<file path="config.mk">
export PLATFORM = sky130hd
export DESIGN_NAME = vt_escape_sequence_parser_flat
export DESIGN_NICKNAME = d
export VERILOG_FILES = /design/src/design/vtesc_pkg.sv /design/src/design/vtesc_if.sv /design/src/design/vt_escape_sequence_parser.sv /design/src/design/vtesc_ram.sv /design/src/design/vtesc_dp.sv /design/src/design/vtesc_ctrl.sv /design/src/flat_wrapper.sv
export SDC_FILE = /design/constraint.sdc
export NUM_CORES = 1
export LEC_CHECK = 0
export BUFFER_PORTS_ARGS = -buffer_cell sky130_fd_sc_hd__clkbuf_2
export CAP_MARGIN = 20
export CORE_MARGIN = 1
export CORE_UTILIZATION = 57
export CTS_CLUSTER_DIAMETER = 80
export DETAILED_ROUTE_END_ITERATION = 10
export PLACE_DENSITY = 0.73
export SETUP_SLACK_MARGIN = 0.5
export SLEW_MARGIN = 0
export SYNTH_ARGS = -nofsm -noshare
export SYNTH_HDL_FRONTEND = slang
export SYNTH_SLANG_ARGS = --single-unit
</file>
<file path="constraint.sdc">
create_clock -name clk_i -period 4.75 [get_ports clk_i]
set_input_delay 0.95 -clock clk_i [delete_from_list [all_inputs] [get_ports clk_i]]
set_output_delay 0.95 -clock clk_i [all_outputs]
set_load 0.05 [all_outputs]
</file>
<file path="src/design/vtesc_pkg.sv">
package vtesc_pkg;

  localparam int unsigned MaxGroupsDef = 8;
  localparam int unsigned MaxParamsDef = 16;
  localparam int unsigned TextDepthDef = 32;

  localparam logic [7:0] ChEsc   = 8'h1B;
  localparam logic [7:0] ChBel   = 8'h07;
  localparam logic [7:0] ChSpace = 8'h20;
  localparam logic [7:0] ChSlash = 8'h2F;
  localparam logic [7:0] ChLt    = 8'h3C;
  localparam logic [7:0] ChQm    = 8'h3F;
  localparam logic [7:0] ChAt    = 8'h40;
  localparam logic [7:0] ChTilde = 8'h7E;
  localparam logic [7:0] Ch0     = 8'h30;
  localparam logic [7:0] Ch9     = 8'h39;
  localparam logic [7:0] ChSemi  = 8'h3B;
  localparam logic [7:0] ChColon = 8'h3A;
  localparam logic [7:0] ChLbrk  = 8'h5B;
  localparam logic [7:0] ChRbrk  = 8'h5D;
  localparam logic [7:0] ChP     = 8'h50;
  localparam logic [7:0] ChX     = 8'h58;
  localparam logic [7:0] ChCaret = 8'h5E;
  localparam logic [7:0] ChUnder = 8'h5F;
  localparam logic [7:0] ChLpar  = 8'h28;
  localparam logic [7:0] ChRpar  = 8'h29;
  localparam logic [7:0] ChStar  = 8'h2A;
  localparam logic [7:0] ChPlus  = 8'h2B;
  localparam logic [7:0] ChDollar = 8'h24;

  localparam logic [15:0] FinPrint = 16'h00FF;
  localparam logic [15:0] DcsFirst = 16'h0020;
  localparam logic [19:0] WordMax  = 20'h0FFFF;
  localparam logic [3:0]  Ten      = 4'd10;

  typedef enum logic [1:0] {
    KIND_CSI = 2'd0,
    KIND_ESC = 2'd1,
    KIND_OSC = 2'd2,
    KIND_DCS = 2'd3
  } kind_e;

  typedef enum logic [2:0] {
    REC_PRINT = 3'd0,
    REC_ESC   = 3'd1,
    REC_CSI   = 3'd2,
    REC_OSC   = 3'd3,
    REC_DCS   = 3'd4
  } rec_e;

  typedef enum logic [3:0] {
    ACT_NONE      = 4'd0,
    ACT_CSI_CLEAR = 4'd1,
    ACT_EOB_CLR   = 4'd2,
    ACT_EOB_FLUSH = 4'd3,
    ACT_OSC_OPEN  = 4'd4,
    ACT_DCS_OPEN  = 4'd5,
    ACT_DIGIT     = 4'd6,
    ACT_SEP       = 4'd7,
    ACT_INTER     = 4'd8,
    ACT_CSI_FIN   = 4'd9,
    ACT_OSC_DIGIT = 4'd10,
    ACT_OSC_SEMI  = 4'd11,
    ACT_OSC_TEXT  = 4'd12,
    ACT_TEXT      = 4'd13
  } act_e;

  typedef enum logic [1:0] {
    SEL_HEAD = 2'd0,
    SEL_CNT  = 2'd1,
    SEL_PRM  = 2'd2,
    SEL_TXT  = 2'd3
  } sel_e;

  typedef struct packed {
    logic       accept;
    act_e       act;
    rec_e       rec;
    logic       emit;
    sel_e       sel;
    logic [1:0] hidx;
    logic       last;
    logic       walk_init;
    logic       grp_latch;
    logic       grp_next;
    logic       prm_rd;
    logic       prm_step;
    logic       txt_rd;
    logic       txt_step;
    logic       text_clear;
  } cmd_t;

  typedef struct packed {
    logic out_free;
    logic osc_done;
    logic txt_empty;
    logic txt_last;
    logic gt_zero;
    logic grp_last;
    logic cnt_zero;
    logic prm_last;
  } stat_t;

  function automatic logic is_digit(input logic [7:0] b);
    return (b >= Ch0) && (b <= Ch9);
  endfunction

  function automatic logic [19:0] times_ten_plus(input logic [15:0] v, input logic [3:0] d);
    logic [19:0] w;
    w = {4'b0, v};
    return (w << 3) + (w << 1) + {16'b0, d};
  endfunction

endpackage

</file>
<file path="src/design/vtesc_if.sv">
interface vtesc_in_if;
  logic       valid;
  logic       ready;
  logic       operation;
  logic [7:0] data_byte;
  modport source (output valid, output operation, output data_byte, input ready);
  modport sink (input valid, input operation, input data_byte, output ready);
endinterface

interface vtesc_out_if;
  logic        valid;
  logic        ready;
  logic [1:0]  record_kind;
  logic [15:0] word;
  logic        last;
  modport source (output valid, output record_kind, output word, output last, input ready);
  modport sink (input valid, input record_kind, input word, input last, output ready);
endinterface

</file>
<file path="src/design/vt_escape_sequence_parser.sv">
// terminal escape sequence parser
// in_i takes one beat per terminal byte (operation 0) or an end-of-buffer
// marker (operation 1); out_o gives action records as runs of 16-bit words,
// the final word of each record flagged by last.
// each record opens with four header words (first, aux, reserved, count);
// csi records then list each group's count and its parameters, osc and dcs
// records their text bytes.
// a beat that makes no record leaves in_i.ready high for the next beat.
// a beat that makes a record holds in_i low until the record's last word is
// loaded: the beat, then each header or count word, and each parameter or
// text word, which is first read from the parameter or text memory through
// a registered read port and then loaded.
// the output register keeps a word while out_o.ready is low; the walk over
// the record waits and no word is lost.
// reset returns the parser to ground with no sequence pending; the memories
// need no clearing pass since a record only reads entries it wrote.
module vt_escape_sequence_parser #(
  parameter int unsigned MAX_GROUPS = vtesc_pkg::MaxGroupsDef,
  parameter int unsigned MAX_PARAMS = vtesc_pkg::MaxParamsDef,
  parameter int unsigned TEXT_DEPTH = vtesc_pkg::TextDepthDef
) (
  input  logic       clk_i,
  input  logic       rst_ni,
  vtesc_in_if.sink   in_i,
  vtesc_out_if.source out_o
);
  import vtesc_pkg::*;

  cmd_t  cmd;
  stat_t stat;

  vtesc_ctrl u_ctrl (
    .clk_i      (clk_i),
    .rst_ni     (rst_ni),
    .in_valid_i (in_i.valid),
    .op_i       (in_i.operation),
    .byte_i     (in_i.data_byte),
    .in_ready_o (in_i.ready),
    .stat_i     (stat),
    .cmd_o      (cmd)
  );

  vtesc_dp #(
    .MAX_GROUPS (MAX_GROUPS),
    .MAX_PARAMS (MAX_PARAMS),
    .TEXT_DEPTH (TEXT_DEPTH)
  ) u_dp (
    .clk_i       (clk_i),
    .rst_ni      (rst_ni),
    .byte_i      (in_i.data_byte),
    .cmd_i       (cmd),
    .stat_o      (stat),
    .out_ready_i (out_o.ready),
    .out_valid_o (out_o.valid),
    .out_kind_o  (out_o.record_kind),
    .out_word_o  (out_o.word),
    .out_last_o  (out_o.last)
  );

  a_emit_free: assert property (@(posedge clk_i) disable iff (!rst_ni)
    cmd.emit |-> (!out_o.valid || out_o.ready))
    else $error("word loaded over a waiting beat");

  a_no_emit_idle: assert property (@(posedge clk_i) disable iff (!rst_ni)
    in_i.ready |-> !cmd.emit)
    else $error("word emitted while taking input");

  a_last_to_idle: assert property (@(posedge clk_i) disable iff (!rst_ni)
    (cmd.emit && cmd.last) |=> in_i.ready)
    else $error("record end did not return to input");
endmodule

</file>
<file path="src/design/vtesc_ram.sv">
module vtesc_ram #(
  parameter int unsigned Width = 8,
  parameter int unsigned Depth = 32,
  localparam int unsigned AddrW = (Depth > 1) ? $clog2(Depth) : 1
) (
  input  logic             clk_i,
  input  logic             we_i,
  input  logic [AddrW-1:0] waddr_i,
  input  logic [Width-1:0] wdata_i,
  input  logic             re_i,
  input  logic [AddrW-1:0] raddr_i,
  output logic [Width-1:0] rdata_o
);
  logic [Width-1:0] mem [Depth];
  logic [Width-1:0] rdata_q;

  always_ff @(posedge clk_i) begin
    if (we_i) begin
      mem[waddr_i] <= wdata_i;
    end
    if (re_i) begin
      rdata_q <= mem[raddr_i];
    end
  end

  assign rdata_o = rdata_q;
endmodule

</file>
<file path="src/design/vtesc_dp.sv">
module vtesc_dp #(
  parameter int unsigned MAX_GROUPS = vtesc_pkg::MaxGroupsDef,
  parameter int unsigned MAX_PARAMS = vtesc_pkg::MaxParamsDef,
  parameter int unsigned TEXT_DEPTH = vtesc_pkg::TextDepthDef
) (
  input  logic               clk_i,
  input  logic               rst_ni,
  input  logic [7:0]         byte_i,
  input  vtesc_pkg::cmd_t    cmd_i,
  output vtesc_pkg::stat_t   stat_o,
  input  logic               out_ready_i,
  output logic               out_valid_o,
  output logic [1:0]         out_kind_o,
  output logic [15:0]        out_word_o,
  output logic               out_last_o
);
  import vtesc_pkg::*;

  localparam int unsigned PiW = $clog2(MAX_PARAMS + 1);
  localparam int unsigned PaW = $clog2(MAX_PARAMS);
  localparam int unsigned GtW = $clog2(MAX_GROUPS + 1);
  localparam int unsigned GaW = (MAX_GROUPS > 1) ? $clog2(MAX_GROUPS) : 1;
  localparam int unsigned TlW = $clog2(TEXT_DEPTH + 1);
  localparam int unsigned TaW = (TEXT_DEPTH > 1) ? $clog2(TEXT_DEPTH) : 1;

  logic [GtW-1:0] gt_q, gt_d, g_q, g_d, gn;
  logic [PiW-1:0] pni_q, pni_d, pi_q, pi_d, pend_q, pend_d, gend;
  logic           pig_q, pig_d;
  logic [15:0]    acc_q, acc_d;
  logic [7:0]     first_q, first_d;
  logic [1:0]     it_q, it_d;
  logic [15:0]    cmd_q, cmd_d;
  logic           done_q, done_d;
  logic [TlW-1:0] len_q, len_d, ti_q, ti_d;
  logic [7:0]     byte_q;
  logic [PiW-1:0] gs [MAX_GROUPS];

  logic           gs_we;
  logic           p_we, t_we;
  logic [15:0]    p_wdata, p_rdata;
  logic [7:0]     t_rdata;
  logic [19:0]    dig_v, osc_v;
  logic [3:0]     dig;
  logic           zero_new, do_close, pni_room, gt_room;

  logic           ov_q, ov_d, last_q;
  logic [1:0]     kind_q;
  logic [15:0]    word_q, word_d;

  assign dig      = byte_i[3:0];
  assign dig_v    = times_ten_plus(acc_q, dig);
  assign osc_v    = times_ten_plus(cmd_q, dig);
  assign pni_room = pni_q < PiW'(MAX_PARAMS);
  assign gt_room  = gt_q < GtW'(MAX_GROUPS);
  assign zero_new = !pig_q && gt_room && pni_room;

  always_comb begin
    gt_d = gt_q; pni_d = pni_q; pig_d = pig_q; acc_d = acc_q;
    first_d = first_q; it_d = it_q; cmd_d = cmd_q; done_d = done_q; len_d = len_q;
    gs_we = 1'b0; p_we = 1'b0; p_wdata = '0; t_we = 1'b0; do_close = 1'b0;
    if (cmd_i.accept) begin
      case (cmd_i.act)
        ACT_CSI_CLEAR, ACT_EOB_FLUSH: begin
          gt_d = '0; pni_d = '0; pig_d = 1'b0; first_d = '0; it_d = '0;
        end
        ACT_EOB_CLR: begin
          gt_d = '0; pni_d = '0; pig_d = 1'b0; first_d = '0; it_d = '0;
          cmd_d = '0; done_d = 1'b0; len_d = '0;
        end
        ACT_OSC_OPEN: begin
          cmd_d = '0; done_d = 1'b0; len_d = '0;
        end
        ACT_DCS_OPEN: len_d = '0;
        ACT_DIGIT: begin
          if (!pig_q && pni_room) begin
            acc_d = {12'b0, dig}; pig_d = 1'b1; p_we = 1'b1; p_wdata = {12'b0, dig};
          end else if (pig_q) begin
            acc_d = (dig_v > WordMax) ? 16'hFFFF : dig_v[15:0];
            p_we = 1'b1; p_wdata = acc_d;
          end
        end
        ACT_SEP: do_close = 1'b1;
        ACT_CSI_FIN: do_close = pig_q || (gt_q == '0 && pni_room);
        ACT_INTER: begin
          if (it_q != 2'd3) begin
            if (it_q == 2'd0) first_d = byte_i;
            it_d = it_q + 2'd1;
          end
        end
        ACT_OSC_DIGIT: cmd_d = (osc_v > WordMax) ? 16'hFFFF : osc_v[15:0];
        ACT_OSC_SEMI: done_d = 1'b1;
        ACT_OSC_TEXT, ACT_TEXT: begin
          if (cmd_i.act == ACT_OSC_TEXT) done_d = 1'b1;
          if (len_q < TlW'(TEXT_DEPTH)) begin
            t_we = 1'b1; len_d = len_q + TlW'(1);
          end
        end
        default: ;
      endcase
      if (do_close) begin
        // an empty group reads as a single zero
        if (zero_new) begin
          p_we = 1'b1; p_wdata = '0;
        end
        if (gt_room) begin
          gs_we = 1'b1; gt_d = gt_q + GtW'(1);
        end
        pni_d = pni_q + PiW'(pig_q || zero_new);
        pig_d = 1'b0;
      end
    end
    if (cmd_i.text_clear) begin
      cmd_d = '0; done_d = 1'b0; len_d = '0;
    end
  end

  // walk over groups, params and text
  assign gn   = g_q + GtW'(1);
  assign gend = (gn < gt_q) ? gs[gn[GaW-1:0]] : pni_q;

  always_comb begin
    g_d = g_q; pi_d = pi_q; pend_d = pend_q; ti_d = ti_q;
    if (cmd_i.walk_init) begin
      g_d = '0; pi_d = '0; ti_d = '0;
    end
    if (cmd_i.grp_latch) pend_d = gend;
    if (cmd_i.grp_next) g_d = gn;
    if (cmd_i.prm_step) pi_d = pi_q + PiW'(1);
    if (cmd_i.txt_step) ti_d = ti_q + TlW'(1);
  end

  always_comb begin
    word_d = '0;
    case (cmd_i.sel)
      SEL_HEAD: begin
        case (cmd_i.hidx)
          2'd0: begin
            case (cmd_i.rec)
              REC_PRINT: word_d = FinPrint;
              REC_OSC:   word_d = cmd_q;
              REC_DCS:   word_d = DcsFirst;
              default:   word_d = {8'b0, byte_q};
            endcase
          end
          2'd1: begin
            if (cmd_i.rec == REC_PRINT) word_d = {8'b0, byte_q};
            else if (cmd_i.rec == REC_CSI && it_q != 2'd0) word_d = {8'b0, first_q};
          end
          2'd3: begin
            if (cmd_i.rec == REC_CSI) word_d = 16'(gt_q);
            else if (cmd_i.rec == REC_OSC || cmd_i.rec == REC_DCS) word_d = 16'(len_q);
          end
          default: word_d = '0;
        endcase
      end
      SEL_CNT: word_d = 16'(gend - pi_q);
      SEL_PRM: word_d = p_rdata;
      SEL_TXT: word_d = {8'b0, t_rdata};
      default: word_d = '0;
    endcase
  end

  assign ov_d = cmd_i.emit ? 1'b1 : (out_ready_i ? 1'b0 : ov_q);

  always_ff @(posedge clk_i or negedge rst_ni) begin
    if (!rst_ni) begin
      gt_q <= '0; pni_q <= '0; pig_q <= 1'b0; first_q <= '0; it_q <= '0;
      cmd_q <= '0; done_q <= 1'b0; len_q <= '0; ov_q <= 1'b0;
      g_q <= '0; pi_q <= '0; pend_q <= '0; ti_q <= '0;
    end else begin
      gt_q <= gt_d; pni_q <= pni_d; pig_q <= pig_d; first_q <= first_d; it_q <= it_d;
      cmd_q <= cmd_d; done_q <= done_d; len_q <= len_d; ov_q <= ov_d;
      g_q <= g_d; pi_q <= pi_d; pend_q <= pend_d; ti_q <= ti_d;
    end
  end

  always_ff @(posedge clk_i) begin
    acc_q <= acc_d;
    if (cmd_i.accept) byte_q <= byte_i;
    if (gs_we) gs[gt_q[GaW-1:0]] <= pni_q;
    if (cmd_i.emit) begin
      word_q <= word_d;
      last_q <= cmd_i.last;
      case (cmd_i.rec)
        REC_ESC: kind_q <= KIND_ESC;
        REC_OSC: kind_q <= KIND_OSC;
        REC_DCS: kind_q <= KIND_DCS;
        default: kind_q <= KIND_CSI;
      endcase
    end
  end

  vtesc_ram #(.Width(16), .Depth(MAX_PARAMS)) u_param_ram (
    .clk_i   (clk_i),
    .we_i    (p_we),
    .waddr_i (pni_q[PaW-1:0]),
    .wdata_i (p_wdata),
    .re_i    (cmd_i.prm_rd),
    .raddr_i (pi_q[PaW-1:0]),
    .rdata_o (p_rdata)
  );

  vtesc_ram #(.Width(8), .Depth(TEXT_DEPTH)) u_text_ram (
    .clk_i   (clk_i),
    .we_i    (t_we),
    .waddr_i (len_q[TaW-1:0]),
    .wdata_i (byte_i),
    .re_i    (cmd_i.txt_rd),
    .raddr_i (ti_q[TaW-1:0]),
    .rdata_o (t_rdata)
  );

  assign stat_o.out_free  = !ov_q || out_ready_i;
  assign stat_o.osc_done  = done_q;
  assign stat_o.txt_empty = (len_q == '0);
  assign stat_o.txt_last  = (ti_q + TlW'(1) >= len_q);
  assign stat_o.gt_zero   = (gt_q == '0);
  assign stat_o.grp_last  = (gn >= gt_q);
  assign stat_o.cnt_zero  = (gend == pi_q);
  assign stat_o.prm_last  = (pi_q + PiW'(1) >= pend_q);

  assign out_valid_o = ov_q;
  assign out_kind_o  = kind_q;
  assign out_word_o  = word_q;
  assign out_last_o  = last_q;
endmodule

</file>
<file path="src/design/vtesc_ctrl.sv">
module vtesc_ctrl (
  input  logic             clk_i,
  input  logic             rst_ni,
  input  logic             in_valid_i,
  input  logic             op_i,
  input  logic [7:0]       byte_i,
  output logic             in_ready_o,
  input  vtesc_pkg::stat_t stat_i,
  output vtesc_pkg::cmd_t  cmd_o
);
  import vtesc_pkg::*;

  typedef enum logic [6:0] {
    S_IDLE = 7'b0000001,
    S_HEAD = 7'b0000010,
    S_GRP  = 7'b0000100,
    S_PRD  = 7'b0001000,
    S_PWR  = 7'b0010000,
    S_TRD  = 7'b0100000,
    S_TWR  = 7'b1000000
  } state_e;

  typedef enum logic [4:0] {
    M_GROUND = 5'b00001,
    M_ESC    = 5'b00010,
    M_CSI    = 5'b00100,
    M_OSC    = 5'b01000,
    M_DCS    = 5'b10000
  } mode_e;

  state_e     st_q, st_d;
  mode_e      mode_q, mode_d;
  rec_e       rec_q, rec_d;
  logic [1:0] hw_q, hw_d;
  logic       start;
  logic       accept;
  logic       desig;

  assign in_ready_o = (st_q == S_IDLE);
  assign accept     = in_valid_i && in_ready_o;
  assign desig = (byte_i == ChLpar) || (byte_i == ChRpar) || (byte_i == ChStar) ||
                 (byte_i == ChPlus) || (byte_i == ChDollar) || (byte_i == ChSlash);

  always_comb begin
    st_d = st_q; mode_d = mode_q; rec_d = rec_q; hw_d = hw_q; start = 1'b0;
    cmd_o = '0;
    cmd_o.act  = ACT_NONE;
    cmd_o.rec  = rec_q;
    cmd_o.sel  = SEL_HEAD;
    cmd_o.hidx = hw_q;
    case (st_q)
      S_IDLE: begin
        if (accept) begin
          cmd_o.accept = 1'b1;
          if (op_i) begin
            mode_d = M_GROUND;
            if (mode_q == M_OSC && !stat_i.txt_empty) begin
              cmd_o.act = ACT_EOB_FLUSH; rec_d = REC_OSC; start = 1'b1;
            end else begin
              cmd_o.act = ACT_EOB_CLR;
            end
          end else begin
            case (mode_q)
              M_GROUND: begin
                if (byte_i == ChEsc) mode_d = M_ESC;
                else if (byte_i >= ChSpace) begin
                  rec_d = REC_PRINT; start = 1'b1;
                end
              end
              M_ESC: begin
                if (byte_i == ChLbrk) begin
                  cmd_o.act = ACT_CSI_CLEAR; mode_d = M_CSI;
                end else if (byte_i == ChRbrk) begin
                  cmd_o.act = ACT_OSC_OPEN; mode_d = M_OSC;
                end else if (byte_i == ChP || byte_i == ChX || byte_i == ChCaret ||
                             byte_i == ChUnder) begin
                  cmd_o.act = ACT_DCS_OPEN; mode_d = M_DCS;
                end else if (byte_i == ChEsc || desig || byte_i < ChSpace) begin
                  mode_d = M_GROUND;
                end else begin
                  rec_d = REC_ESC; start = 1'b1; mode_d = M_GROUND;
                end
              end
              M_CSI: begin
                if (byte_i == ChEsc) begin
                  cmd_o.act = ACT_CSI_CLEAR; mode_d = M_ESC;
                end else if (is_digit(byte_i)) cmd_o.act = ACT_DIGIT;
                else if (byte_i == ChSemi || byte_i == ChColon) cmd_o.act = ACT_SEP;
                else if ((byte_i >= ChSpace && byte_i <= ChSlash) ||
                         (byte_i >= ChLt && byte_i <= ChQm)) cmd_o.act = ACT_INTER;
                else if (byte_i >= ChAt && byte_i <= ChTilde) begin
                  cmd_o.act = ACT_CSI_FIN; rec_d = REC_CSI; start = 1'b1;
                  mode_d = M_GROUND;
                end
              end
              M_OSC, M_DCS: begin
                if (byte_i == ChEsc || byte_i == ChBel) begin
                  rec_d = (mode_q == M_OSC) ? REC_OSC : REC_DCS; start = 1'b1;
                  mode_d = (byte_i == ChEsc) ? M_ESC : M_GROUND;
                end else if (mode_q == M_OSC && !stat_i.osc_done && is_digit(byte_i)) begin
                  cmd_o.act = ACT_OSC_DIGIT;
                end else if (mode_q == M_OSC && !stat_i.osc_done && byte_i == ChSemi) begin
                  cmd_o.act = ACT_OSC_SEMI;
                end else if (byte_i >= ChSpace) begin
                  cmd_o.act = (mode_q == M_OSC) ? ACT_OSC_TEXT : ACT_TEXT;
                end
              end
              default: mode_d = M_GROUND;
            endcase
          end
          if (start) begin
            cmd_o.walk_init = 1'b1; hw_d = 2'd0; st_d = S_HEAD;
          end
        end
      end
      S_HEAD: begin
        if (stat_i.out_free) begin
          cmd_o.emit = 1'b1;
          hw_d = hw_q + 2'd1;
          if (hw_q == 2'd3) begin
            case (rec_q)
              REC_CSI: begin
                if (stat_i.gt_zero) begin
                  cmd_o.last = 1'b1; st_d = S_IDLE;
                end else st_d = S_GRP;
              end
              REC_OSC, REC_DCS: begin
                if (stat_i.txt_empty) begin
                  cmd_o.last = 1'b1; cmd_o.text_clear = 1'b1; st_d = S_IDLE;
                end else st_d = S_TRD;
              end
              default: begin
                cmd_o.last = 1'b1; st_d = S_IDLE;
              end
            endcase
          end
        end
      end
      S_GRP: begin
        if (stat_i.out_free) begin
          cmd_o.emit = 1'b1; cmd_o.sel = SEL_CNT; cmd_o.grp_latch = 1'b1;
          if (!stat_i.cnt_zero) st_d = S_PRD;
          else if (stat_i.grp_last) begin
            cmd_o.last = 1'b1; st_d = S_IDLE;
          end else cmd_o.grp_next = 1'b1;
        end
      end
      S_PRD: begin
        cmd_o.prm_rd = 1'b1; st_d = S_PWR;
      end
      S_PWR: begin
        if (stat_i.out_free) begin
          cmd_o.emit = 1'b1; cmd_o.sel = SEL_PRM; cmd_o.prm_step = 1'b1;
          if (!stat_i.prm_last) st_d = S_PRD;
          else if (stat_i.grp_last) begin
            cmd_o.last = 1'b1; st_d = S_IDLE;
          end else begin
            cmd_o.grp_next = 1'b1; st_d = S_GRP;
          end
        end
      end
      S_TRD: begin
        cmd_o.txt_rd = 1'b1; st_d = S_TWR;
      end
      S_TWR: begin
        if (stat_i.out_free) begin
          cmd_o.emit = 1'b1; cmd_o.sel = SEL_TXT; cmd_o.txt_step = 1'b1;
          if (stat_i.txt_last) begin
            cmd_o.last = 1'b1; cmd_o.text_clear = 1'b1; st_d = S_IDLE;
          end else st_d = S_TRD;
        end
      end
      default: st_d = S_IDLE;
    endcase
  end

  always_ff @(posedge clk_i or negedge rst_ni) begin
    if (!rst_ni) begin
      st_q   <= S_IDLE;
      mode_q <= M_GROUND;
      rec_q  <= REC_PRINT;
      hw_q   <= '0;
    end else begin
      st_q   <= st_d;
      mode_q <= mode_d;
      rec_q  <= rec_d;
      hw_q   <= hw_d;
    end
  end
endmodule
</file>
<file path="src/flat_wrapper.sv">
// flat-port wrapper written by rule: the top's interface ports become plain ports
module vt_escape_sequence_parser_flat import vtesc_pkg::*;
#(
  parameter int unsigned MAX_GROUPS = vtesc_pkg::MaxGroupsDef,
  parameter int unsigned MAX_PARAMS = vtesc_pkg::MaxParamsDef,
  parameter int unsigned TEXT_DEPTH = vtesc_pkg::TextDepthDef
)
  (clk_i, rst_ni, in_i_valid, in_i_operation, in_i_data_byte, in_i_ready, out_o_valid, out_o_record_kind, out_o_word, out_o_last, out_o_ready);
  vtesc_in_if in_i_i ();
  vtesc_out_if out_o_i ();
  input  logic clk_i;
  input  logic rst_ni;
  input wire logic [$bits(in_i_i.valid)-1:0] in_i_valid;
  input wire logic [$bits(in_i_i.operation)-1:0] in_i_operation;
  input wire logic [$bits(in_i_i.data_byte)-1:0] in_i_data_byte;
  output wire logic [$bits(in_i_i.ready)-1:0] in_i_ready;
  output wire logic [$bits(out_o_i.valid)-1:0] out_o_valid;
  output wire logic [$bits(out_o_i.record_kind)-1:0] out_o_record_kind;
  output wire logic [$bits(out_o_i.word)-1:0] out_o_word;
  output wire logic [$bits(out_o_i.last)-1:0] out_o_last;
  input wire logic [$bits(out_o_i.ready)-1:0] out_o_ready;
  assign in_i_i.valid = in_i_valid;
  assign in_i_i.operation = in_i_operation;
  assign in_i_i.data_byte = in_i_data_byte;
  assign in_i_ready = in_i_i.ready;
  assign out_o_valid = out_o_i.valid;
  assign out_o_record_kind = out_o_i.record_kind;
  assign out_o_word = out_o_i.word;
  assign out_o_last = out_o_i.last;
  assign out_o_i.ready = out_o_ready;
  vt_escape_sequence_parser #(.MAX_GROUPS(MAX_GROUPS), .MAX_PARAMS(MAX_PARAMS), .TEXT_DEPTH(TEXT_DEPTH)) u_core (.clk_i(clk_i), .rst_ni(rst_ni), .in_i(in_i_i), .out_o(out_o_i));
endmodule
</file>
==> qor.tcl, run 1 <==
set qor(max_cap_viol_count) 0
set qor(cts_max_level) 3
set qor(finalWorstPathRequiredPeriod_ns) 4.14
set qor(async_flop_share) 0.116
set qor(met1_usage) 0.398
set qor(irDropWorstVdd_uv) 312
set qor(fmax_mhz) 242
set qor(first_pass_iters) 6
set qor(outcome) {finished clean}
set qor(synth_enable_flop_cells) 619
set qor(grt_pass1_wl_um) 119000
set qor(fp.dieH_um) 239
set qor(cts-hold-fix-buffers) 0
set qor(timing.critical_path.fanout_max) 16
set qor(die_w_um) 239
set qor(max-slew-margin-rel) 0.271
set qor(insertion_delay_of_the_later_clocked_pin_in_the_worst_skew_pair_ns) 0.63
set qor(fin_setup_tns_ns) 0
set qor(post_route_core_utilization) 0.658
set qor(overflow) 0
set qor(die_area_mm2) 0.0573
set qor(areaGrowthSynthToFinish_pct) 13.5
set qor(drc_errors) 0
set qor(synthesis.area_mm2) 0.0321
set qor(clock_tree_from_tritoncts) {done}
set qor(grt.met3_usage) 0.0847
set qor(setup_repair_after_global_routing_missed_its_margin) {true}
set qor(hold_path_class) {input pin to asynchronous set/reset pin}
set qor(antenna_found_initial) 6
set qor(gp_congestion) 0.927
set qor(drive_gt1_frac) 0.175
set qor(worst-endpoint-required_ns) 5.11
set qor(hold_slack_ns) 0.369
set qor(ctsLongestPathBuffers) 3
set qor(postCtsSetupRepairBufs) 0
set qor(io-pin-count) 34
set qor(cts_buffers) 73
set qor(via_count) 20300
set qor(startpoint_type) {input pin}
set qor(cts.repair.resized) 0
set qor(setup.worst_path.end_class) {register}
set qor(critPathKind) {input pin to register}
set qor(yosysWarningCount) 0
set qor(grt_start_max_net_pins) 60
set qor(ys_ff_latch) 700
set qor(netlist-cell-type-count) 90
set qor(wl_per_cell_um) 24.8
set qor(grt_use_met2) 0.426
set qor(synth_sequential_area_ratio) 0.642
set qor(worst_r2r_startpoint) {u_core.u_dp.acc_q[0]$_DFFE_PP_}
set qor(report.final.setup_viol) 0
set qor(min_period_over_period) 0.871
set qor(ctsRootBufferMaster) {clkbuf_16}
set qor(drt_iter0_drc) 2420
set qor(worst_clock_skew_ns) 0.0294
set qor(setup.reg_to_reg.worst_slack_ns) 0.68
set qor(hold_viol) 0
set qor(grt_util_all_layers) 0.282
set qor(postSynthCellCount) 2261
set qor(critical_r2r_capture) {u_core.u_dp.u_param_ram.mem[15][8]$_DFFE_PP_}
set qor(first_global_vias) 19900
set qor(finalMaxSlewViolations) 0
set qor(count_of_clock_tree_sinks) 700
set qor(num_rows) 86
set qor(total_power_mw) 13.6
set qor(drt-vias-per-instance) 6.37
set qor(timing_worst_slew_pin_value_ns) 1.09
set qor(finalWirelength_um) 79300
set qor(dp_worst_setup_slack_ns) 0.0141
set qor(power_per_cell_area_mw_per_mm2) 373
set qor(avgSynthCellArea_um2) 14.2
set qor(yosys_most_used_dff) {edfxtp_1}
set qor(final.setup.worst_slack_ns) 0.614
set qor(critPathArrivalTime_ns) 4.50
set qor(finalNetCount) 2502
set qor(syn-num-nets) 2378
set qor(static_leakage_nw) 11.8
set qor(grt_busiest_layer) {met2}
set qor(ant_nets) 0
set qor(cts.clk_slew.worst_paths_ns) 0.06
set qor(timing.reg2reg.worst_path_depth) 13
set qor(start_util) 0.579
set qor(placeableCoreArea_mm2) 0.0554
set qor(half_perimeter_wire_length_after_placement_um) 52300
set qor(io_buffers) 33
cell usage in the layout, fill, tap and decap left out, types with 23 or more instances in the layout:
cell / n
edfxtp_1: 619
nor2_1: 180
nand2_1: 156
mux2i_1: 143
o21ai_0: 118
buf_4: 109
ha_1: 99
dfrtp_1: 77
a21oi_1: 74
mux4_2: 74
clkbuf_16: 73
nand3_1: 54
inv_1: 46
a221oi_1: 38
clkbuf_2: 32
nand2b_1: 27
o221ai_1: 27
nor3_1: 26
xnor2_1: 25
nor2b_1: 23
a21o_1: 23
metrics by stage:
stage                     instance area, um^2  cells
after CTS                               36400   3192
after detailed placement                34000   3057
after global routing                    36400   3193
after global placement                  34000   3057
after floorplan                         32200   2261
final                                   36400   3195
cell usage after synthesis, drive strengths merged (8+ instances only):
cell type / instances / area share
xnor2: 25 / 0.0068
nor3: 31 / 0.0058
o221ai: 27 / 0.0074
o22ai: 21 / 0.0041
o21ai: 120 / 0.019
mux4: 74 / 0.052
a22oi: 20 / 0.0047
a21oi: 82 / 0.013
nand3: 56 / 0.0090
or2: 8 / 0.0016
nand2b: 27 / 0.0053
buf: 48 / 0.0080
a221o: 10 / 0.0031
a211oi: 17 / 0.0040
a221oi: 38 / 0.010
ha: 99 / 0.039
mux2: 10 / 0.0035
o21bai: 8 / 0.0019
edfxtp: 619 / 0.58
a31oi: 13 / 0.0025
clkbuf: 62 / 0.0072
a21o: 23 / 0.0054
dfrtp: 79 / 0.062
xor2: 11 / 0.0030
o2bb2ai: 12 / 0.0033
nor2: 186 / 0.022
nand2: 160 / 0.019
mux2i: 143 / 0.045
inv: 46 / 0.0054
a2111oi: 12 / 0.0047
o21a: 20 / 0.0047
nor2b: 23 / 0.0045
and2: 13 / 0.0026
nand4: 16 / 0.0033
routing by layer:
layer	part of all wire	wire length, um
met3	0.11	8520
met1	0.42	33100
met5	0.0011	84
met4	0.019	1480
met2	0.45	36100
critical path, cell delays in order:
cell and delay, ns:
clkbuf_2 0.15, fa_1 0.55, fa_2 0.42, a211oi_2 0.25, o21ai_1 0.15, a2111oi_2 0.44, nor3_1 0.13, o31a_1 0.31
a2bb2oi_2 0.16, buf_4 0.14, or2_1 0.29, buf_4 0.18, o21a_1 0.22, buf_12 0.16
cell type report:
cell class                      count  area, um^2
Fill cell                        3816       19000
Tap cell                          748         936
Timing Repair Buffer              159        1310
Clock buffer                       87        1890
Multi-Input combinational cell   1404       11000
Inverter                           47         176
Sequential cell                   700       20600
Clock inverter                     48         465
Antenna cell                        2        5.00
sequential cells by signal, indices dropped and copies added (netlist names), 5 cells and up:
name and count:
u_core.u_dp.out_word_o 16, u_core.u_dp.ti_q 6, u_core.u_dp.u_text_ram.mem 256, u_core.u_dp.u_param_ram.mem 256, u_core.u_dp.gs 40, u_core.u_dp.pi_q 5
u_core.u_dp.byte_q 8, u_core.u_dp.u_param_ram.rdata_o 16, u_core.u_dp.u_text_ram.rdata_o 8, u_core.u_dp.acc_q 16, u_core.u_dp.pend_q 5, u_core.u_dp.pni_q 5
u_core.u_ctrl.st_q 7, u_core.u_dp.cmd_q 16, u_core.u_dp.len_q 6, u_core.u_ctrl.mode_q 5, u_core.u_dp.first_q 8
worst max path at each step:
stage                           start                                            to  slack [ns]  cells past startpoint
floorplan           in_i_data_byte[3]   u_core.u_dp.u_param_ram.mem[1][0]$_DFFE_PP_       -0.16                     10
global placement    in_i_data_byte[3]  u_core.u_dp.u_param_ram.mem[15][8]$_DFFE_PP_        0.09                     14
detailed placement  in_i_data_byte[3]  u_core.u_dp.u_param_ram.mem[7][13]$_DFFE_PP_        0.01                     11
CTS                 in_i_data_byte[3]  u_core.u_dp.u_param_ram.mem[5][13]$_DFFE_PP_        0.65                     11
global route        in_i_data_byte[3]  u_core.u_dp.u_param_ram.mem[15][8]$_DFFE_PP_        0.50                     14
finish              in_i_data_byte[3]  u_core.u_dp.u_param_ram.mem[15][8]$_DFFE_PP_        0.61                     14
cell families (layout without fill, tap and decap cells):
logic type      after synthesis  after routing  synth area share
compound gates              466            466            0.0997
simple gates                570            570            0.0855
fa+ha+maj                   105            105            0.0420
buf+inv                     157            341            0.0207
other cells                   0              2                 0
xor+xnor                     36             36           0.00982
flops                       700            700             0.642
mux                         227            227             0.100
report_power, final:
group	total [mW]	switching, mW	internal [mW]
registers	6.94	0.166	6.77
logic	1.09	0.754	0.338
clock network	5.56	2.40	3.17
(Power assumes the default switching activity.)
==> run 2, diff against run 1 <==
--- a/config.mk
+++ b/config.mk
@@ -12,6 +12,7 @@
 export CTS_CLUSTER_DIAMETER = 80
 export DETAILED_ROUTE_END_ITERATION = 10
 export PLACE_DENSITY = 0.73
+export RECOVER_POWER = 25
 export SETUP_SLACK_MARGIN = 0.5
 export SLEW_MARGIN = 0
 export SYNTH_ARGS = -nofsm -noshare
==> run 2 against run 1 <==
Compared with the run above: the run now ends with capacitance limit, slew limit left; combinational power about the same; core utilization down 0.070 points; flip-flop and latch count is the same; worst setup slack got worse by 0.070 ns; largest cell class unchanged.
==> qor.tcl, run 2 (synthesis gave the netlist of run 1 again) <==
set qor(ctsLongestPathBuffers) 3
set qor(cts-hold-fix-buffers) 0
set qor(static_leakage_nw) 11.7
set qor(wl_per_cell_um) 24.8
set qor(total_power_mw) 13.6
set qor(layout_commonest_cell) {edfxtp_1}
set qor(drive_gt1_frac) 0.169
set qor(worst_r2r_startpoint) {u_core.u_dp.acc_q[0]$_DFFE_PP_}
set qor(die_w_um) 239
set qor(hold_viol) 0
set qor(power_per_cell_area_mw_per_mm2) 373
set qor(drc_errors) 0
set qor(gp_congestion) 0.927
set qor(cell_area_placed_mm2) 0.0340
set qor(areaGrowthSynthToFinish_pct) 13.4
set qor(cts_max_level) 3
set qor(ant_nets) 0
set qor(timing.critical_path.fanout_max) 16
set qor(critPathKind) {input pin to register}
set qor(finalMaxSlewViolations) 187
set qor(layout_common_cells) {edfxtp_1 (619), nor2_1 (180), nand2_1 (156), mux2i_1 (143), o21ai_0 (118)}
set qor(outcome) {finished with violations}
set qor(ctsRootBufferMaster) {clkbuf_16}
set qor(max_cap_viol_count) 5
set qor(overflow) 0
set qor(startpoint) {in_i_data_byte[3]}
set qor(cts.repair.resized) 0
set qor(first_global_vias) 19900
set qor(min_period_over_period) 0.885
set qor(cts.clk_slew.worst_paths_ns) 0.06
set qor(first_pass_iters) 6
set qor(grt_start_max_net_pins) 60
set qor(fp.dieH_um) 239
set qor(hold_path.startpoint) {u_core.u_dp.first_q[7]$_DFFE_PN0P_}
set qor(fmax_mhz) 238
set qor(irDropWorstVdd_uv) 312
set qor(worst-endpoint-required_ns) 5.11
set qor(final_area_mm2) 0.0364
set qor(placeableCoreArea_mm2) 0.0554
set qor(failed_checks) {capacitance limit, slew limit}
set qor(timing_worst_slew_pin_value_ns) 3.01
set qor(stdcell_count) 3194
set qor(io-pin-count) 34
set qor(startpoint_type) {input pin}
set qor(antenna_found_initial) 7
set qor(max-slew-margin-rel) -1.01
set qor(io_buffers) 33
set qor(hold_path_class) {register to register}
set qor(postCtsSetupRepairBufs) 0
set qor(worst_clock_skew_ns) 0.0297
set qor(clock_tree_from_tritoncts) {done}
set qor(critPathArrivalTime_ns) 4.57
set qor(start_util) 0.579
set qor(via_count) 20300
set qor(drt-vias-per-instance) 6.36
set qor(post_route_core_utilization) 0.657
set qor(post-place-cells) 3057
set qor(grt_util_all_layers) 0.282
set qor(half_perimeter_wire_length_after_placement_um) 52300
set qor(finalWorstPathRequiredPeriod_ns) 4.21
set qor(report.final.setup_viol) 0
set qor(finalWirelength_um) 79200
set qor(die_area_mm2) 0.0573
set qor(grt_pass1_wl_um) 119000
set qor(count_of_clock_tree_sinks) 700
set qor(finalNetCount) 2502
set qor(insertion_delay_of_the_later_clocked_pin_in_the_worst_skew_pair_ns) 0.63
set qor(num_rows) 86
set qor(setup.worst_path.end_class) {register}
set qor(setup.reg_to_reg.worst_slack_ns) 0.69
set qor(cts_buffers) 73
set qor(drt_iter0_drc) 2402
set qor(setup_repair_after_global_routing_missed_its_margin) {true}
## run 2: changes by cell type in the layout (fill, tap and decap cells not counted)
cell | before | now
diode_2 | 2 | 1
clkbuf_2 | 32 | 24
clkbuf_1 | 13 | 28
buf_4 | 109 | 102
## run 2: area by class of cell
| type | instances | area, um^2 |
|---|---|---|
| antenna | 1 | 2.50 |
| clock buffer | 87 | 1890 |
| clock inverter | 48 | 465 |
| fill | 3834 | 19000 |
| inverter | 47 | 176 |
| multi-input combinational | 1404 | 11000 |
| sequential | 700 | 20600 |
| tap | 748 | 936 |
| timing repair buffer | 159 | 1270 |
## run 2: layer usage
| layer | wire, um | track usage | vias to the layer above |
|---|---|---|---|
| met2 | 36100 | 0.426 | 950 |
| met4 | 1440 | 0.0773 | 8 |
| met5 | 85 | 0.00693 | - |
| met1 | 33200 | 0.398 | 10200 |
| li1 | - | - | 9085 |
| met3 | 8490 | 0.0847 | 110 |
## run 2: final timing paths
| kind | endpoint | cells after the start |
|---|---|---|
| max | u_core.u_dp.u_param_ram.mem[15][8]$_DFFE_PP_ | 14 |
| min | u_core.u_dp.first_q[7]$_DFFE_PN0P_ | 1 |
| max reg2reg | u_core.u_dp.u_param_ram.mem[15][8]$_DFFE_PP_ | 13 |
| min reg2reg | u_core.u_dp.first_q[7]$_DFFE_PN0P_ | 1 |
| max in group asynchronous | u_core.u_dp.ti_q[0]$_DFFE_PN0P_ | 1 |
| min in group asynchronous | u_core.u_dp.cmd_q[5]$_DFFE_PN0P_ | 1 |
## run 2: worst max-delay path: stages
cell	delay [ns]
clkbuf_1	0.27
fa_1	0.51
fa_2	0.42
a211oi_2	0.25
o21ai_1	0.15
a2111oi_2	0.43
nor3_1	0.13
o31a_1	0.31
a2bb2oi_2	0.16
buf_4	0.14
or2_1	0.29
buf_4	0.18
o21a_1	0.22
buf_12	0.16
## run 2: metrics by stage
step / setup TNS, ns / worst slack, ns / hold WS (ns)
3_5_place_dp: 0 / 0.0141 / 0.479
6_report: 0 / 0.544 / 0.498
3_3_place_gp: 0 / 0.0856 / 0.473
2_1_floorplan: -15.12 / -0.158 / 0.450
5_1_grt: 0 / 0.423 / 0.516
4_1_cts: 0 / 0.650 / 0.390
## run 2: report_power, final
group | leakage (nW) | switching [mW] | total (mW) | internal [mW]
Clock | 1.15 | 2.39 | 5.55 | 3.17
Sequential | 6.14 | 0.168 | 6.94 | 6.77
Combinational | 4.41 | 0.753 | 1.09 | 0.335
Total | 11.7 | 3.31 | 13.6 | 10.3
